===== config.mk =====
export PLATFORM = sky130hd
export DESIGN_NAME = sbc_div
export DESIGN_NICKNAME = d
export VERILOG_FILES = /design/src/rtl/sbc_pkg.sv /design/src/rtl/sbc_div.sv
export SDC_FILE = /design/constraint.sdc
export NUM_CORES = 2
export LEC_CHECK = 0
export BUFFER_PORTS_ARGS = -buffer_cell sky130_fd_sc_hd__buf_2
export CORE_MARGIN = 2
export CORE_UTILIZATION = 38
export DETAILED_ROUTE_END_ITERATION = 10
export GPL_ROUTABILITY_DRIVEN = 0
export GPL_TIMING_DRIVEN = 0
export SYNTH_ARGS = -nofsm -noshare
export SYNTH_HDL_FRONTEND = slang
export SYNTH_SLANG_ARGS = --single-unit

===== constraint.sdc =====
create_clock -name clk_i -period 33.6 [get_ports clk_i]
set_clock_uncertainty 0.15 [all_clocks]
set_input_delay 3.36 -clock clk_i [delete_from_list [all_inputs] [get_ports clk_i]]
set_output_delay 3.36 -clock clk_i [all_outputs]
set_load 0.01 [all_outputs]

===== src/rtl/sbc_pkg.sv =====
// types and constants of the swept box collision pipeline
package sbc_pkg;

  localparam int POS_W   = 24;
  localparam int SIZE_W  = 23;
  localparam int FT_W    = 16;
  localparam int N_W     = 27;
  localparam int NABS_W  = N_W - 1;
  localparam int D_W     = 40;
  localparam int DABS_W  = D_W - 1;
  localparam int QBITS   = 17;
  localparam int NUM_SHIFT = 31;
  localparam int REM_W   = NABS_W + NUM_SHIFT;
  localparam int OVF_SHIFT = NUM_SHIFT - QBITS;
  localparam int T_W     = 18;
  localparam int HT_W    = 17;
  localparam int ORG_W   = 26;
  localparam int NRM_W   = 2;
  localparam int PROD_W  = D_W + HT_W + 1;
  localparam int SUM_W   = 60;
  localparam int FRAC_SHIFT = 32;
  localparam int NUM_SLABS = 4;
  localparam int DIV_STEPS = 3;

  localparam logic signed [T_W-1:0] T_HI  = 18'sd65537;
  localparam logic signed [T_W-1:0] T_ONE = 18'sd65536;
  localparam logic signed [T_W-1:0] T_LO  = -18'sd1;
  localparam logic signed [T_W-1:0] T_ZERO = 18'sd0;

  localparam logic signed [NRM_W-1:0] NRM_POS  = 2'sd1;
  localparam logic signed [NRM_W-1:0] NRM_NEG  = -2'sd1;
  localparam logic signed [NRM_W-1:0] NRM_ZERO = 2'sd0;

  localparam logic signed [POS_W+3:0] POS_MAX = 28'sd8388607;
  localparam logic signed [POS_W+3:0] POS_MIN = -28'sd8388608;

  // slab index order
  localparam int SLAB_NX = 0;
  localparam int SLAB_FX = 1;
  localparam int SLAB_NY = 2;
  localparam int SLAB_FY = 3;

  typedef struct packed {
    logic              bad;
    logic              neg;
    logic              sat;
    logic [REM_W-1:0]  rem;
    logic [DABS_W-1:0] den;
    logic [QBITS-1:0]  quo;
  } div_t;

  typedef struct packed {
    logic                  bad;
    logic signed [T_W-1:0] t;
  } slab_t;

  typedef struct packed {
    logic                    miss;
    logic signed [D_W-1:0]   dx;
    logic signed [D_W-1:0]   dy;
    logic signed [ORG_W-1:0] ox2;
    logic signed [ORG_W-1:0] oy2;
  } side_t;

endpackage


===== src/rtl/sbc_div.sv =====
// pipelined restoring divider for one slab time, clamped result
module sbc_div #(
  parameter int Steps = sbc_pkg::DIV_STEPS
) (
  input  logic           clk_i,
  input  logic           en_i,
  input  sbc_pkg::div_t  div_i,
  output sbc_pkg::slab_t slab_o
);
  import sbc_pkg::*;

  localparam int Stages = (QBITS + Steps - 1) / Steps;

  div_t stg_q [Stages];
  div_t stg_d [Stages];

  for (genvar s = 0; s < Stages; s++) begin : g_stage
    always_comb begin
      logic [REM_W-1:0] sh;
      sh = '0;
      stg_d[s] = (s == 0) ? div_i : stg_q[(s == 0) ? 0 : s - 1];
      for (int j = 0; j < Steps; j++) begin
        if (s * Steps + j < QBITS) begin
          sh = REM_W'(stg_d[s].den) << (QBITS - 1 - (s * Steps + j));
          if (stg_d[s].rem >= sh) begin
            stg_d[s].rem = stg_d[s].rem - sh;
            stg_d[s].quo[QBITS - 1 - (s * Steps + j)] = 1'b1;
          end
        end
      end
    end

    always_ff @(posedge clk_i) begin
      if (en_i) begin
        stg_q[s] <= stg_d[s];
      end
    end
  end

  // clamp to just outside the unit window
  always_comb begin
    slab_o.bad = stg_q[Stages-1].bad;
    if (stg_q[Stages-1].bad) begin
      slab_o.t = T_ZERO;
    end else if (stg_q[Stages-1].neg) begin
      slab_o.t = T_LO;
    end else if (stg_q[Stages-1].sat || ($signed({1'b0, stg_q[Stages-1].quo}) > T_HI)) begin
      slab_o.t = T_HI;
    end else begin
      slab_o.t = $signed({1'b0, stg_q[Stages-1].quo});
    end
  end

endmodule


==> summary.log <==
qor: cells_and_area.area_growth_syn_to_layout 9.525%
qor: run_status.run_status finished clean
qor: yosys.synth_async_sr_flop_share 0
qor: clocking.cts_root_buffer clkbuf_16
qor: placed_design.post-dp-hpwl 164200 um
qor: yosys.yosysMostFrequentCell a21oi_1
qor: critical_path.critPathMaxFanout 10
qor: cells_and_area.finish.net_count 8471
qor: yosys.synthSimpleGateAreaFrac 0.1788
qor: routing.drt-total-wl 196000 um
qor: sta.worstMarginPinSlew 1.356 ns
qor: routing.ant_nets 0
qor: yosys.synth_seq_cells 600
qor: yosys.synth_compound_area_frac 0.2399
qor: global_route.grt_pass1_vias 55300
qor: critical_path.logic_depth_of_the_worst_register_to_register_path 44
qor: routing.viasPerCell 5.707
qor: yosys.synthesis.nets 8257
qor: die.placementRows 148
qor: critical_path.cp.required 33.87 ns
qor: routing.first_iter_violations 3614
qor: yosys.synth_adder_area_share 0.1376
qor: placed_design.placedInstanceArea 66180 um^2
qor: clocking.postCtsSetupBuffers 0
qor: sta.drv_slew 0
qor: yosys.synthDistinctLibCells 100
qor: global_route.grt_antenna_before_repair 1
qor: die.initial_utilization 0.3838
qor: critical_path.critical_path_class primary input to flip-flop
qor: routing.drt_drc_violations_left 0
qor: clocking.cts.sinks 600
qor: yosys.netlist.area_leader.share 0.2877
qor: yosys.synth.yosys.seq_area_share 0.2877
qor: flow_run.timing.max_cap.violations 0
qor: clocking.tritoncts.num_buffers 71
qor: die.total_die_area 168100 um^2
qor: yosys.synth_commonest_cells a21oi_1, nor2_1, ha_1, nand2_1, edfxtp_1
qor: yosys.synthDominantAreaCellType edfxtp_1
qor: yosys.dominant_combinational_cell_family_by_area_after_synthesis compound AO/OA/AOI/OAI gates
qor: die.fp.dieW 409.9 um
qor: global_route.grt_pass1_wl 302000 um
qor: critical_path.critPathCaptureType flip-flop
qor: routing.drt-pass1-iter-count 6
qor: sta.grt_setup_unrepaired false
qor: die.core 163100 um^2
qor: sta.setup-tns-final 0 ns
qor: cells_and_area.largest_register_ffs 600
qor: placed_design.buffer_ports.inserted 136
qor: critical_path.crit_slowest_cell buf_1
qor: global_route.grt_usage 0.2274
qor: cells_and_area.finish.instance_area 68580 um^2
qor: clocking.cts.hold.buffers_added 0
qor: worst_hold_path.worstHoldPathType flip-flop to flip-flop
qor: critical_path.max_stage_delay 0.68 ns
qor: cells_and_area.drive_gt1_frac 0.06601
qor: cells_and_area.largestRegisters stg_q (600)
qor: yosys.synth-edff-count 600
qor: yosys.synth_top_flop_cell edfxtp_1
qor: global_route.grt_start_max_net_pins 126
qor: sta.fmaxAchievable 55.20 MHz
qor: yosys.syn_avg_cell_area 8.394 um^2
qor: yosys.synth-xor-area-share 0.08963
qor: clocking.ctsLongestPathBuffers 3
qor: routing.wl_per_cell 19.80 um
qor: die.dieHeight 409.9 um
qor: clocking.insertion_delay 0.69 ns
qor: sta.slew_headroom 0.08827
qor: yosys.number_of_cells_produced_by_synthesis 7460
qor: sta.finalHoldViolCount 0
qor: critical_path.path_common_cell a21oi_1
qor: yosys.post_synth_mux_area_share 0.02584
qor: clocking.clkTransAtPathRegs 0.06 ns
qor: clocking.htreeDepth 3
qor: clocking.cts_resized 0
qor: global_route.grt_overflow 0
qor: routing.dr_total_vias 56520
qor: critical_path.cp-start-kind primary input
qor: yosys.yosys_warnings 0
qor: yosys.synth.top_cells.by_area edfxtp_1, ha_1, a21oi_1
qor: cells_and_area.largest-register stg_q
qor: sta.final_min_period_over_clock_period 0.5391
qor: die.floorplan.io_pins 137
qor: sta.setup_viol_count_final 0
qor: yosys.synth.cell_area 62620 um^2
qor: sta.post-route-min-period 18.11 ns
qor: worst_hold_path.timing.hold.worst_path_depth 0
qor: clocking.tritoncts yes
qor: critical_path.crit_arrival 18.38 ns
[final timing paths]
path / to / start / slack [ns]
setup / recovery: stg_q[0][84]$_DFFE_PP_ / div_i[18] / 15.49
hold reg to reg: stg_q[1][6]$_DFFE_PP_ / stg_q[0][6]$_DFFE_PP_ / 0.26
setup reg to reg: stg_q[2][8]$_DFFE_PP_ / stg_q[1][53]$_DFFE_PP_ / 16.71
hold / removal: stg_q[1][6]$_DFFE_PP_ / stg_q[0][6]$_DFFE_PP_ / 0.26
[stage by stage]
step	util	instances	hold WS [ns]	worst slack, ns
after global routing	0.4204	9901	0.2683	14.73
after CTS	0.4204	9901	0.2544	15.53
final	0.4204	9903	0.2609	15.49
after global placement	0.4047	9771	0.2507	14.93
after floorplan	-	7460	0.2503	20.09
after detailed placement	0.4057	9776	0.2545	14.80
[layout by cell type, fill, tap and decap left out, types with 72 or more instances in the layout]
| cell type | instances |
|---|---|
| nand4_1 | 157 |
| o21ai_0 | 497 |
| nor3_1 | 136 |
| o21bai_1 | 102 |
| nand3_1 | 145 |
| nor2_1 | 702 |
| xor2_1 | 207 |
| a21o_1 | 367 |
| inv_1 | 440 |
| nand2_1 | 648 |
| nand2b_1 | 87 |
| clkbuf_1 | 175 |
| xnor2_1 | 432 |
| ha_1 | 663 |
| clkbuf_16 | 74 |
| a21oi_1 | 822 |
| buf_2 | 154 |
| o21a_1 | 103 |
| nor2b_1 | 83 |
| nor4_1 | 72 |
| edfxtp_1 | 600 |
| mux2_2 | 130 |
[critical path: cells and delay by family]
kind                     cells  cell delay, ns
AO/OA/AOI/OAI               28            7.10
adder cells (fa/ha/maj)      3            1.13
buffers and inverters       10            4.86
multiplexers                 1            0.43
AND/OR/NAND/NOR              9            1.44
[metal layers]
metal  global-route usage  up-vias  part of all wire
met5                    0        -                 0
met4               0.1561        0             0.075
met1               0.2583    26170              0.40
li1                     -    28030                 -
met2               0.4052     1798              0.48
met3              0.01782      518             0.039
[cell type report]
type / count / area (um^2)
Clock inverter: 47 / 530.5
Tap cell: 2175 / 2721
Buffer: 219 / 883.3
Sequential cell: 600 / 18020
Inverter: 440 / 1652
Fill cell: 16180 / 94560
Multi-Input combinational cell: 6201 / 42080
Antenna cell: 2 / 5.005
Clock buffer: 78 / 1867
Timing Repair Buffer: 141 / 828.3
[kinds of logic after synthesis]
group           after synthesis
compound gates             2397
simple gates               2340
fa+ha+maj                   679
buf+inv                     659
xor+xnor                    640
flops                       600
mux                         145
Power is not shown: default switching activity piles up to over one toggle a cycle in this logic, so the estimate is an artifact.
