[config.mk]
export PLATFORM = sky130hd
export DESIGN_NAME = sbc_back
export DESIGN_NICKNAME = d
export VERILOG_FILES = /design/src/rtl/sbc_pkg.sv /design/src/rtl/sbc_back.sv
export SDC_FILE = /design/constraint.sdc
export NUM_CORES = 2
export LEC_CHECK = 0
export BUFFER_PORTS_ARGS = -buffer_cell sky130_fd_sc_hd__buf_2
export CORE_ASPECT_RATIO = 1.5
export CORE_MARGIN = 2
export CORE_UTILIZATION = 45
export DETAILED_ROUTE_END_ITERATION = 10
export PLACE_DENSITY_LB_ADDON = 0.3
export SYNTH_ARGS = -nofsm -noshare
export SYNTH_HDL_FRONTEND = slang
export SYNTH_SLANG_ARGS = --single-unit
[constraint.sdc]
create_clock -name clk_i -period 9.74 [get_ports clk_i]
set_clock_uncertainty 0.05 [all_clocks]
set_input_delay 0.487 -clock clk_i [delete_from_list [all_inputs] [get_ports clk_i]]
set_output_delay 0.487 -clock clk_i [all_outputs]
set_load 0.02 [all_outputs]
[src/rtl/sbc_pkg.sv]
// types and constants of the swept box collision pipeline
package sbc_pkg;

  localparam int POS_W   = 24;
  localparam int SIZE_W  = 23;
  localparam int FT_W    = 16;
  localparam int N_W     = 27;
  localparam int NABS_W  = N_W - 1;
  localparam int D_W     = 40;
  localparam int DABS_W  = D_W - 1;
  localparam int QBITS   = 17;
  localparam int NUM_SHIFT = 31;
  localparam int REM_W   = NABS_W + NUM_SHIFT;
  localparam int OVF_SHIFT = NUM_SHIFT - QBITS;
  localparam int T_W     = 18;
  localparam int HT_W    = 17;
  localparam int ORG_W   = 26;
  localparam int NRM_W   = 2;
  localparam int PROD_W  = D_W + HT_W + 1;
  localparam int SUM_W   = 60;
  localparam int FRAC_SHIFT = 32;
  localparam int NUM_SLABS = 4;
  localparam int DIV_STEPS = 3;

  localparam logic signed [T_W-1:0] T_HI  = 18'sd65537;
  localparam logic signed [T_W-1:0] T_ONE = 18'sd65536;
  localparam logic signed [T_W-1:0] T_LO  = -18'sd1;
  localparam logic signed [T_W-1:0] T_ZERO = 18'sd0;

  localparam logic signed [NRM_W-1:0] NRM_POS  = 2'sd1;
  localparam logic signed [NRM_W-1:0] NRM_NEG  = -2'sd1;
  localparam logic signed [NRM_W-1:0] NRM_ZERO = 2'sd0;

  localparam logic signed [POS_W+3:0] POS_MAX = 28'sd8388607;
  localparam logic signed [POS_W+3:0] POS_MIN = -28'sd8388608;

  // slab index order
  localparam int SLAB_NX = 0;
  localparam int SLAB_FX = 1;
  localparam int SLAB_NY = 2;
  localparam int SLAB_FY = 3;

  typedef struct packed {
    logic              bad;
    logic              neg;
    logic              sat;
    logic [REM_W-1:0]  rem;
    logic [DABS_W-1:0] den;
    logic [QBITS-1:0]  quo;
  } div_t;

  typedef struct packed {
    logic                  bad;
    logic signed [T_W-1:0] t;
  } slab_t;

  typedef struct packed {
    logic                    miss;
    logic signed [D_W-1:0]   dx;
    logic signed [D_W-1:0]   dy;
    logic signed [ORG_W-1:0] ox2;
    logic signed [ORG_W-1:0] oy2;
  } side_t;

endpackage

[src/rtl/sbc_back.sv]
// back stages: hit window, normal, contact point and output word
module sbc_back (
  input  logic                              clk_i,
  input  logic                              en_i,
  input  sbc_pkg::slab_t                    slab_i [sbc_pkg::NUM_SLABS],
  input  sbc_pkg::side_t                    side_i,
  output logic                              hit_o,
  output logic signed [sbc_pkg::POS_W-1:0]  contact_x_o,
  output logic signed [sbc_pkg::POS_W-1:0]  contact_y_o,
  output logic signed [sbc_pkg::NRM_W-1:0]  normal_x_o,
  output logic signed [sbc_pkg::NRM_W-1:0]  normal_y_o,
  output logic [sbc_pkg::HT_W-1:0]          hit_time_o
);
  import sbc_pkg::*;

  logic signed [T_W-1:0] nx, fx, ny, fy, thn, thf;
  logic                  hit_d;
  logic signed [NRM_W-1:0] nrx_d, nry_d;

  logic                    hit1_q, hit2_q;
  logic signed [NRM_W-1:0] nrx1_q, nry1_q, nrx2_q, nry2_q;
  logic [HT_W-1:0]         thn1_q, thn2_q;
  logic signed [D_W-1:0]   dx1_q, dy1_q;
  logic signed [ORG_W-1:0] ox1_q, oy1_q, ox2_q, oy2_q;
  logic signed [PROD_W-1:0] px2_q, py2_q;
  logic signed [PROD_W-1:0] px_d, py_d;

  logic signed [SUM_W-1:0]   sx, sy;
  logic signed [POS_W+3:0]   cx, cy;
  logic signed [POS_W-1:0]   cx_sat, cy_sat;

  logic                    hit_q;
  logic signed [POS_W-1:0] cx_q, cy_q;
  logic signed [NRM_W-1:0] nrx_q, nry_q;
  logic [HT_W-1:0]         ht_q;

  always_comb begin
    nx  = (slab_i[SLAB_NX].t > slab_i[SLAB_FX].t) ? slab_i[SLAB_FX].t : slab_i[SLAB_NX].t;
    fx  = (slab_i[SLAB_NX].t > slab_i[SLAB_FX].t) ? slab_i[SLAB_NX].t : slab_i[SLAB_FX].t;
    ny  = (slab_i[SLAB_NY].t > slab_i[SLAB_FY].t) ? slab_i[SLAB_FY].t : slab_i[SLAB_NY].t;
    fy  = (slab_i[SLAB_NY].t > slab_i[SLAB_FY].t) ? slab_i[SLAB_NY].t : slab_i[SLAB_FY].t;
    thn = (nx > ny) ? nx : ny;
    thf = (fx < fy) ? fx : fy;
    hit_d = !side_i.miss && !slab_i[SLAB_NX].bad && !slab_i[SLAB_FX].bad &&
            !slab_i[SLAB_NY].bad && !slab_i[SLAB_FY].bad &&
            !(nx > fy) && !(ny > fx) && (thf >= T_ZERO) &&
            (thn >= T_ZERO) && (thn <= T_ONE);
    nrx_d = NRM_ZERO;
    nry_d = NRM_ZERO;
    if (nx > ny) begin
      nrx_d = side_i.dx[D_W-1] ? NRM_POS : NRM_NEG;
    end else if (nx < ny) begin
      nry_d = side_i.dy[D_W-1] ? NRM_POS : NRM_NEG;
    end
  end

  always_ff @(posedge clk_i) begin
    if (en_i) begin
      hit1_q <= hit_d;
      nrx1_q <= nrx_d;
      nry1_q <= nry_d;
      thn1_q <= thn[HT_W-1:0];
      dx1_q  <= side_i.dx;
      dy1_q  <= side_i.dy;
      ox1_q  <= side_i.ox2;
      oy1_q  <= side_i.oy2;
    end
  end

  // travel along the ray
  always_comb begin
    px_d = dx1_q * $signed({1'b0, thn1_q});
    py_d = dy1_q * $signed({1'b0, thn1_q});
  end

  always_ff @(posedge clk_i) begin
    if (en_i) begin
      hit2_q <= hit1_q;
      nrx2_q <= nrx1_q;
      nry2_q <= nry1_q;
      thn2_q <= thn1_q;
      px2_q  <= px_d;
      py2_q  <= py_d;
      ox2_q  <= ox1_q;
      oy2_q  <= oy1_q;
    end
  end

  // floor to q.8 and saturate
  always_comb begin
    sx = (SUM_W'(ox2_q) <<< NUM_SHIFT) + SUM_W'(px2_q);
    sy = (SUM_W'(oy2_q) <<< NUM_SHIFT) + SUM_W'(py2_q);
    cx = sx[SUM_W-1:FRAC_SHIFT];
    cy = sy[SUM_W-1:FRAC_SHIFT];
    if (cx > POS_MAX) begin
      cx_sat = POS_MAX[POS_W-1:0];
    end else if (cx < POS_MIN) begin
      cx_sat = POS_MIN[POS_W-1:0];
    end else begin
      cx_sat = cx[POS_W-1:0];
    end
    if (cy > POS_MAX) begin
      cy_sat = POS_MAX[POS_W-1:0];
    end else if (cy < POS_MIN) begin
      cy_sat = POS_MIN[POS_W-1:0];
    end else begin
      cy_sat = cy[POS_W-1:0];
    end
  end

  always_ff @(posedge clk_i) begin
    if (en_i) begin
      hit_q <= hit2_q;
      cx_q  <= hit2_q ? cx_sat : '0;
      cy_q  <= hit2_q ? cy_sat : '0;
      nrx_q <= hit2_q ? nrx2_q : NRM_ZERO;
      nry_q <= hit2_q ? nry2_q : NRM_ZERO;
      ht_q  <= hit2_q ? thn2_q : '0;
    end
  end

  assign hit_o       = hit_q;
  assign contact_x_o = cx_q;
  assign contact_y_o = cy_q;
  assign normal_x_o  = nrx_q;
  assign normal_y_o  = nry_q;
  assign hit_time_o  = ht_q;

endmodule

==> reports/metrics.yaml <==
hpwl_um: 125700
dr.pass1.iters: 8
max_slew.worst_pin.slew_ps: 1246
crit_required_ps: 10070
regToRegSetupSlack_ps: 1530
syn_inst: 6412
drc: 0
drive_gt1_frac: 0.07020
areaGrowthSynthToFinish_pct: 9.502
cp_max_fo: 25
ant_nets: 0
end_kind: "flip-flop"
yosys_warnings: 0
r2r_cells: 23
hold_path.class: "in -> reg"
clk_path_buf_depth: 3
fillCellCount: 12640
clk_latency_ps: 650
multi_input_area_mm2: 0.04390
maxSlewHeadroom: 0.1695
num_vias: 43970
antenna_found_initial: 7
r2r_start: "thn1_q[9]"
cts_hold_buf: 124
setup_viol_count_final: 0
grt_max_degree: 140
min_to: "dy1_q[9]"
synth.top_cells.by_count: "1615 x inv_1, 1280 x fa_1, 1070 x nand2_1"
htree_levels: 2
cts_resized: 0
critPathSlowestCell: "edfxtp_1"
start_util: 0.4525
synth_top_area_share: 0.4156
cp_top_family: "adder cells"
grt_overflow: 0
io_buffers: 280
slew_violations: 0
async_reset_ff_frac: 0
outcome: "finished clean"
start_kind: "flip-flop"
chipWidth_um: 306.2
nets: 8541
clock_sinks: 352
root_buffer: "clkbuf_16"
ys_seq_area_frac: 0.1715
whs_path_depth: 1
cap_violations: 0
finalCriticalPeriod_ps: 8213
core_area_mm2: 0.1363
critical_path_buf_inv_count: 3
wirelength_um: 165700
first_global_vias: 48760
worst-setup-path-type: "reg -> reg"
max_stage_delay_ps: 870
clk_pin_slew_worst_paths_ps: 60
tritoncts: "yes"
grt_usage: 0.2445
wl_per_cell_um: 19.65
synthDistinctLibCells: 73
cts_buffers: 41
rsz0062_at_grt: "no"
hp-start: "side_i[61]"
synth_top_area_cell: "fa_1"
fp.dieH_um: 457.3
seq_area_mm2: 0.01057
rows: 166
worst_r2r_endpoint: "px2_q[57]"
drtIter0Drc: 2436
finalHoldViolations: 0
cts_setup_buffers: 0
arrival_ps: 8550
syn_nets: 8319
place_congestion: 0.9397
cp_cell_sequence: "buf_4 -> nand2_1 -> fa_1 -> inv_1 -> fa_1 -> fa_1 -> fa_1 -> fa_1 -> fa_1 -> ha_1 -> a21o_1 -> a21o_1 -> a211oi_1 -> o21ai_0 -> a211oi_1 -> a2111oi_1 -> buf_4 -> a221oi_1 -> o21ai_0 -> o21a_1 -> a211o_1 -> a21oi_1 -> xnor2_1"
yosysMostFrequentCell: "inv_1"
fmax_ghz: 0.1218
dieArea_mm2: 0.1400
cpMostUsedCell: "fa_1"
syn_avg_cell_area_um2: 9.615
synth_edf_count: 352
grt_pass1_wl_um: 265900
syn-cell-area_mm2: 0.06165
synthFlopType: "edfxtp_1"
ys_ff_latch: 352
tns_ps: 0
top_level_ports: 281
min_period_over_period: 0.8432
avgViaCountPerCell: 5.215
synth.area.top_cells: "fa_1 42%, edfxtp_1 17%, inv_1 9.8%"
==> worst max path at each step <==
stage,startpoint,endpoint,slack (ps),depth (start not counted)
after floorplan,thn1_q[3],py2_q[44],2910,24
after global placement,thn1_q[9],px2_q[57],1710,23
after CTS,thn1_q[9],px2_q[57],1590,23
after detailed placement,thn1_q[9],px2_q[57],1620,23
final,thn1_q[9],px2_q[57],1530,23
after global routing,thn1_q[9],px2_q[57],1160,23
==> sequential cells by signal, indices dropped and copies added (netlist names), 26 cells and up <==
name,flops
dx1_q,40
dy1_q,40
px2_q,27
py2_q,27
ox1_q,26
ox2_q,26
oy1_q,26
oy2_q,26
==> per-stage QoR <==
stage | utilization | instances | hold slack [ps] | setup slack, ps | cell area (um^2)
after floorplan | - | 6412 | 350.3 | 2911 | 61650
after global placement | 0.4758 | 8231 | 351.0 | 1709 | 64830
after detailed placement | 0.4758 | 8231 | 354.5 | 1621 | 64830
after CTS | 0.4955 | 8431 | 3.572 | 1593 | 67510
after global routing | 0.4955 | 8432 | 29.52 | 1160 | 67510
final | 0.4955 | 8432 | 54.53 | 1527 | 67510
==> cell usage in the layout (no fill, tap or decap), types with 6 or more instances in the layout <==
master	netlist	routed
a211oi_1	12	11
a31oi_1	15	14
or3_1	10	10
o22ai_1	6	6
a22oi_1	7	7
and2_1	386	386
nor4_1	11	11
xor2_1	30	30
buf_2	9	279
nand2b_1	20	20
o211ai_1	13	13
a21oi_1	153	153
o21a_1	22	22
mux2_2	23	23
nor2b_1	29	29
edfxtp_1	352	352
o31ai_1	12	12
clkinv_4	0	8
buf_4	1	62
clkinvlp_4	0	6
a21o_1	122	122
nand3_1	37	37
nand4_1	35	35
a221oi_1	10	10
xnor2_1	74	74
buf_12	0	11
o21bai_1	13	13
a31o_2	6	6
ha_1	416	416
nor2_1	123	123
dlygate4sd3_1	0	124
mux2i_1	28	28
nand2_1	1070	1070
nor3_1	31	31
fa_1	1280	1280
and3_1	18	18
o21ai_0	50	50
inv_1	1615	1615
clkbuf_16	0	41
==> layer usage <==
layer,vias up,wire [um],GRT usage
met5,-,31,0
met4,4,5904,0.08213
met3,335,9116,0.03291
met2,1397,86640,0.4472
met1,22660,64030,0.2943
li1,19580,-,-
==> cell type report <==
type	count	area share
repair buffers	477	0.04945
flip-flops and latches	352	0.1566
inverters	1615	0.08980
clock inverters	33	0.005894
multi-input cells	4147	0.6502
diodes	1	0.00003707
well taps	1764	0.03269
clock buffers	43	0.01531
==> kinds of logic (layout without fill, tap and decap cells) <==
logic type	count (synthesis)	in the layout	share of synthesized area
compound gates	494	494	0.05325
xor+xnor	104	104	0.01477
fa+ha+maj	1699	1699	0.5006
buf+inv	1913	2168	0.1167
flops	352	352	0.1715
mux	51	51	0.008747
other cells	0	1	0
simple gates	1799	1799	0.1345
Power is left out: the tool's default activity adds up to more than one toggle a clock period on the data nets, which glitch-free logic cannot reach.
